### src/hw/rtl/msap_pkg.sv
// Package for the max-sum-after-partitioning block: widths, payload words,
// sequencer states, per-cell control struct and a four-way maximum helper.
// No dependencies.
package msap_pkg;

  localparam int MAX_K   = 16;   // cells in the chain, longest piece
  localparam int VAL_W   = 16;   // element width
  localparam int LEN_W   = 5;    // piece length / limit width
  localparam int CNT_W   = 5;    // seen count, holds 0..MAX_K
  localparam int SUM_W   = 32;   // running total width
  localparam int PROD_W  = VAL_W + LEN_W;
  localparam int GRP_N   = MAX_K / 4;

  localparam logic [SUM_W-1:0] SUM_CAP = {SUM_W{1'b1}};

  typedef struct packed {
    logic [VAL_W-1:0] elem_value;
    logic             elem_last;
  } elem_t;

  typedef struct packed {
    logic [SUM_W-1:0] best_sum;
    logic             sum_last;
  } result_t;

  typedef enum logic [1:0] {
    ST_IDLE,
    ST_CAND,
    ST_REDUCE,
    ST_COMMIT
  } state_e;

  typedef struct packed {
    logic shift;   // take new element into the suffix maxima
    logic calc;    // form the candidate total
    logic commit;  // shift the new best total into the chain
    logic clear;   // wipe array state with the commit
  } cell_ctrl_t;

  function automatic logic [SUM_W-1:0] max4(input logic [SUM_W-1:0] a,
                                            input logic [SUM_W-1:0] b,
                                            input logic [SUM_W-1:0] c,
                                            input logic [SUM_W-1:0] d);
    logic [SUM_W-1:0] ab;
    logic [SUM_W-1:0] cd;
    ab = (a > b) ? a : b;
    cd = (c > d) ? c : d;
    return (ab > cd) ? ab : cd;
  endfunction

endpackage

### src/hw/rtl/msap_cell.sv
// One cell of the partition chain: suffix maximum, prior best total and the
// candidate for a last piece of this cell's length. Depends on msap_pkg.
module msap_cell import msap_pkg::*; (
  input  logic             clk_i,
  input  logic             rst_ni,
  input  cell_ctrl_t       ctrl_i,
  input  logic [VAL_W-1:0] value_i,
  input  logic [VAL_W-1:0] sm_prev_i,
  input  logic [SUM_W-1:0] best_prev_i,
  input  logic [LEN_W-1:0] weight_i,
  input  logic             enable_i,
  output logic [VAL_W-1:0] sm_o,
  output logic [SUM_W-1:0] best_o,
  output logic [SUM_W-1:0] cand_o
);

  logic [VAL_W-1:0]  sm_q, sm_d;
  logic [SUM_W-1:0]  prior_q, prior_d;
  logic [SUM_W-1:0]  cand_q, cand_d;
  logic [PROD_W-1:0] piece;
  logic [SUM_W:0]    total;

  // Advance suffix maximum and prior total along the chain
  always_comb begin
    sm_d    = sm_q;
    prior_d = prior_q;
    if (ctrl_i.shift) begin
      sm_d = (sm_prev_i > value_i) ? sm_prev_i : value_i;
    end
    if (ctrl_i.commit) begin
      prior_d = ctrl_i.clear ? '0 : best_prev_i;
      if (ctrl_i.clear) begin
        sm_d = '0;
      end
    end
  end

  // Candidate: prior total plus piece maximum times piece length, saturating; zero when disabled
  always_comb begin
    piece = PROD_W'(sm_q) * PROD_W'(weight_i);
    total = {1'b0, prior_q} + (SUM_W + 1)'(piece);
    if (!enable_i) begin
      cand_d = '0;
    end else if (total[SUM_W]) begin
      cand_d = SUM_CAP;
    end else begin
      cand_d = total[SUM_W-1:0];
    end
  end

  always_ff @(posedge clk_i or negedge rst_ni) begin
    if (!rst_ni) begin
      sm_q    <= '0;
      prior_q <= '0;
    end else begin
      sm_q    <= sm_d;
      prior_q <= prior_d;
    end
  end

  // Hold candidate for the max tree
  always_ff @(posedge clk_i) begin
    if (ctrl_i.calc) begin
      cand_q <= cand_d;
    end
  end

  assign sm_o   = sm_q;
  assign best_o = prior_q;
  assign cand_o = cand_q;

endmodule

### config.mk
export PLATFORM = sky130hd
export DESIGN_NAME = msap_cell
export DESIGN_NICKNAME = d
export VERILOG_FILES = /design/src/hw/rtl/msap_pkg.sv /design/src/hw/rtl/msap_cell.sv
export SDC_FILE = /design/constraint.sdc
export NUM_CORES = 1
export LEC_CHECK = 0
export ABC_CLOCK_PERIOD_IN_PS = 7700
export BUFFER_PORTS_ARGS = -buffer_cell sky130_fd_sc_hd__buf_2
export CAP_MARGIN = 40
export CORE_ASPECT_RATIO = 0.6
export CORE_MARGIN = 2
export CORE_UTILIZATION = 60
export DETAILED_ROUTE_END_ITERATION = 16
export GPL_TIMING_DRIVEN = 0
export HOLD_SLACK_MARGIN = 0.06
export PLACE_DENSITY = 0.95
export SYNTH_ARGS = -nofsm -noshare
export SYNTH_HDL_FRONTEND = slang
export SYNTH_SLANG_ARGS = --single-unit
### constraint.sdc
create_clock -name clk_i -period 7.7 [get_ports clk_i]
set_clock_uncertainty 0.15 [all_clocks]
set_input_delay 0.385 -clock clk_i [delete_from_list [all_inputs] [get_ports clk_i]]
set_output_delay 0.385 -clock clk_i [all_outputs]
set_load 0.03 [all_outputs]
Word-level counts from Yosys, hierarchy flattened
Index checks and enable logic that the tools add are counted.
{"block": "totals", "inputBits": 76, "word_cells": 12, "output_inout_bits": 80, "regBits": 80}
{"block": "op_classes", "multipliers": 1, "n_mux": 6, "order_cmp": 1, "add_sub_neg": 1}
{"cell": "$mux W16", "count": 4}
{"cell": "$mux W32", "count": 2}
{"cell": "$add A32 B21 Y33", "count": 1}
{"cell": "$mul A16 B5 Y21", "count": 1}
{"cell": "$gt A16 B16 Y1", "count": 1}

Longest topological paths before layout
{"block": "logic_depth", "word_depth": 5, "depth_mapped": 19, "depth_no_buf": 15}

Least setup slack after synthesis
No wires, ideal clock.
{"block": "synth_path", "path_type": "register to register", "from": "register sm_q[11] (netlist: sm_o[11])", "to": "register cand_q[26] (netlist: cand_o[26]) (data pin)", "setup_ps": 152, "path_stages_with_launch": 17, "t_required_ps": 7398, "path_buffers": 2, "path_slack_ps": 3166, "period_less_slack_ps": 4534, "arrival_ps": 4232, "cell_sequence": "dfrtp_1 -> and2_1 -> fa_1 -> fa_1 -> inv_1 -> fa_1 -> inv_1 -> ha_1 -> buf_6 -> and4_1 -> and4_1 -> a21oi_1 -> o211ai_2 -> a31o_2 -> buf_6 -> a31o_2 -> a31oi_1"}
{"block": "synth_via", "elab_chain_cells": 3}
{"item": "from (decl)", "line": "msap_cell.sv:17", "source": "logic [VAL_W-1:0] sm_q, sm_d;"}
{"item": "from (signal assigned)", "line": "msap_cell.sv:56", "source": "sm_q <= sm_d;"}
{"item": "$mul A16 B5 Y21", "line": "msap_cell.sv:40", "source": "piece = PROD_W'(sm_q) * PROD_W'(weight_i);"}
{"item": "$add A32 B21 Y33", "line": "msap_cell.sv:41", "source": "total = {1'b0, prior_q} + (SUM_W + 1)'(piece);"}
{"item": "$mux W32", "line": "msap_cell.sv:44", "source": "end else if (total[SUM_W]) begin"}
{"item": "to (signal assigned)", "line": "msap_cell.sv:64", "source": "cand_q <= cand_d;"}
{"item": "to (decl)", "line": "msap_cell.sv:19", "source": "logic [SUM_W-1:0] cand_q, cand_d;"}
No other way between the ends.
A chain may end at the register's enable or synchronous reset.

Worst setup path after layout
{"block": "layout_path", "from": "input port weight_i[3]", "to": "register cand_q[10] (netlist: cand_o[10]) (data pin)"}
{"block": "layout_via", "elab_chain_cells": 3}
{"item": "from (decl)", "line": "msap_cell.sv:10", "source": "input logic [LEN_W-1:0] weight_i,"}
{"item": "$mul A16 B5 Y21", "line": "msap_cell.sv:40"}
{"item": "$add A32 B21 Y33", "line": "msap_cell.sv:41"}
{"item": "$mux W32", "line": "msap_cell.sv:44"}
No other way between the ends.

==> impl_metrics.py <==
metrics = {
    "hold_path": {
        "hold_class": "primary input to flip-flop",
        "min_from": "best_prev_i[16]",
    },
    "global_routing": {
        "met1_usage_pct": 45.1,
        "top_usage_layer": "met2",
        "grtUsageMet3_pct": 10.3,
        "grt_pass1_wl_um": 31000,
        "grt_overflow": 0,
        "grt.total_usage_pct": 32.5,
        "antenna_found_initial": 0,
        "grt_max_degree": 39,
        "grt_pass1_vias": 6134,
        "gr-usage-met2_pct": 49.9,
    },
    "placed_design": {
        "hpwl_um": 15000,
        "io_buffers": 155,
        "gp_congestion": 0.907,
    },
    "synth": {
        "synth_area_leaders": "fa_1 (18%), dfrtp_1 (17%), edfxtp_1 (14%)",
        "ys_warn_count": 0,
        "synth_area_sq_um": 6940,
        "synth_most_common_cell": "inv_1",
        "avgSynthCellArea_sq_um": 9.24,
        "syn-num-nets": 935,
        "ys_types": 51,
        "synth_common_cells": "inv_1 (130), nand2_1 (77), a21oi_1 (70)",
        "synth_edf_count": 32,
        "yosysSeqAreaShare_pct": 31.2,
        "ys_ff_latch": 80,
        "synth_top_cell_area_share_pct": 17.6,
        "synthCells": 751,
        "yosysTopAreaCell": "fa_1",
        "synth-async-reset-ratio_pct": 60.0,
        "synthFlopType": "dfrtp_1",
    },
    "setup_path": {
        "crit_fanout": 10,
        "critPathMostFrequentCell": "fa_1",
        "startpoint": "weight_i[3]",
        "critPathArrivalTime_ns": 5.30,
        "crit_chain": "buf_2, clkbuf_1, and2_1, fa_1, fa_1, inv_1, fa_1, inv_1, ha_1, buf_6, a21oi_1, o21ai_0, a41oi_1, o211ai_2, o2111ai_1, clkbuf_1, a21oi_1",
        "endpoint_kind": "flip-flop",
        "worstSetupStartpointType": "primary input",
        "regToRegStartpoint": "sm_o[11]",
        "slowest_delay_ns": 0.55,
        "path_buf_inv": 6,
        "crit_type": "primary input to flip-flop",
        "slowest_stage": "fa_1",
        "cp_top_family": "adder cells",
        "required_ns": 7.61,
    },
    "cells_and_area": {
        "antenna_cells": 0,
        "nets": 1103,
        "fill_cells": 831,
        "syn2layout_area_growth_pct": 19.0,
        "post_route_cells_drive_above_1_share_pct": 20.2,
        "final_util_pct": 73.1,
    },
    "timing": {
        "layout_min_cycle_time_ns": 5.39,
        "drv_slew": 0,
        "hold_violations": 0,
        "rsz0062_at_grt": "no",
        "worst_pin_slew_ns": 0.927,
        "final.setup.tns_ns": 0,
        "setup_viol": 0,
        "fin_crit_sh_pct": 70.0,
        "fmax_ghz": 0.186,
        "slew_headroom_pct": 37.4,
    },
    "die": {
        "dieArea_sq_um": 12500,
        "die_w_um": 143,
        "core_sq_um": 11300,
        "die_y_um": 87.3,
        "start_util_pct": 61.4,
        "io-pin-count": 156,
        "num_rows": 30,
    },
    "pwr": {
        "comb_power_share_pct": 56.2,
        "p_sw_w": 0.00107,
        "seqPwrFrac_pct": 25.1,
        "clkPwrFrac_pct": 18.7,
        "peakVddDrop_mv": 0.158,
        "powerDensity_nw_per_um2": 285,
        "switching_share_pct": 45.6,
        "p_leak_nw": 4.17,
        "p_int_w": 0.00128,
    },
    "cts": {
        "cts_max_level": 3,
        "cts.repair.resized": 0,
        "clk_pin_slew_ns": 0.06,
        "clockBufferDepth": 2,
        "root_buffer": "clkbuf_16",
        "hold_buffers": 1,
        "cts.sinks": 80,
        "cts_made_buffers": 9,
        "cts_tree": "done",
        "postCtsSetupBuffers": 0,
        "clk_latency_ns": 0.34,
    },
    "drt": {
        "first_pass_iters": 6,
        "route.detailed.drc": 0,
        "wl_per_cell_um": 17.5,
        "antenna_left": 0,
        "viasPerCell": 5.81,
        "drt_wl_total_um": 19000,
        "first_iter_violations": 568,
        "vias": 6295,
    },
    "run_status": {
        "status": "complete, no violations",
    },
    "flow_run": {
        "max-cap-violations": 0,
    },
}
[layer usage]
layer	routed length [um]	up-vias
met5	0	-
met4	391	0
met3	2430	54
met2	8330	412
met1	7840	2984
li1	-	2845
[registers in the layout, indices dropped and copies added (netlist names)]
| name | count |
|---|---|
| best_o | 32 |
| cand_o | 32 |
| sm_o | 16 |
[path summary, 6_finish.rpt]
kind / to / slack [ns] / cells past startpoint
worst max-delay path: cand_o[10] / 2.31 / 17
worst min-delay path: best_o[16] / 0.09 / 3
worst max register to register: cand_o[10] / 2.49 / 15
worst min register to register: best_o[16] / 0.41 / 2
max in group asynchronous: best_o[24] / 6.57 / 3
min in group asynchronous: best_o[1] / 0.33 / 2
[tightest hold or removal path, cell delays in order]
cell     delay (ns)
buf_2          0.07
nand2_1        0.04
o21ai_0        0.06
[power by group through the flow]
stage / Sequential (W) / Combinational [W] / Clock [W]
after floorplan: 0.000724 / 0.000821 / 0
after global placement: 0.000593 / 0.00124 / 0
after detailed placement: 0.000596 / 0.00129 / 0
after CTS: 0.000590 / 0.00131 / 0.000443
after global routing: 0.000598 / 0.00148 / 0.000455
final: 0.000591 / 0.00132 / 0.000440
[placed cells by master, fill, tap and decap left out, types with 2 or more instances in the layout]
cell type / netlist / final
clkbuf_1: 21 / 21
o2111ai_1: 3 / 3
xor2_1: 10 / 10
nand2_1: 77 / 77
nor3_1: 8 / 8
and4_1: 7 / 7
mux2i_1: 17 / 17
o21a_1: 5 / 5
clkinvlp_4: 0 / 2
o21ai_0: 62 / 62
dfrtp_1: 48 / 48
inv_1: 130 / 130
or3_1: 2 / 2
clkbuf_16: 0 / 10
a21oi_1: 70 / 70
and3_1: 5 / 5
nand3_1: 6 / 6
xnor2_1: 7 / 7
nor2_1: 10 / 10
buf_2: 4 / 159
nor4_1: 2 / 2
nor2b_1: 3 / 3
a311oi_1: 3 / 3
nand2b_1: 2 / 2
a31o_2: 4 / 4
buf_6: 3 / 3
edfxtp_1: 32 / 32
clkbuf_8: 0 / 2
and2_1: 55 / 55
o211ai_1: 2 / 2
inv_6: 0 / 2
fa_1: 61 / 61
a21o_1: 11 / 11
ha_1: 47 / 47
a31oi_1: 7 / 7
nand4_1: 8 / 8
[cell families (layout without fill, tap and decap cells)]
family / after synthesis / after routing / synth area share [%]
compound gates: 179 / 179 / 15.0
xor+xnor: 17 / 17 / 2.15
fa+ha+maj: 108 / 108 / 26.1
buf+inv: 160 / 333 / 9.07
flops: 80 / 80 / 31.2
mux: 17 / 17 / 2.45
simple gates: 190 / 190 / 14.1
[layout make-up]
cell class	count	area, sq um	share of cell area, %
plain buffers	29	138	1.67
inverters	131	492	5.96
repair buffers	157	806	9.76
well taps	160	200	2.42
clock inverters	4	32.5	0.394
clock buffers	12	278	3.36
flip-flops and latches	80	2160	26.2
multi-input cells	511	4150	50.3
[per-stage QoR]
stage | total power (W) | area, sq um | worst slack [ns] | hold slack (ns) | instances
after floorplan | 0.00155 | 6940 | 3.17 | -0.0606 | 751
after global placement | 0.00183 | 7920 | 2.21 | 0.398 | 1066
after detailed placement | 0.00189 | 7940 | 2.16 | 0.133 | 1067
after CTS | 0.00234 | 8260 | 2.46 | 0.0867 | 1084
after global routing | 0.00253 | 8260 | 2.05 | 0.102 | 1084
final | 0.00236 | 8260 | 2.31 | 0.0917 | 1084
(Power assumes the default switching activity.)
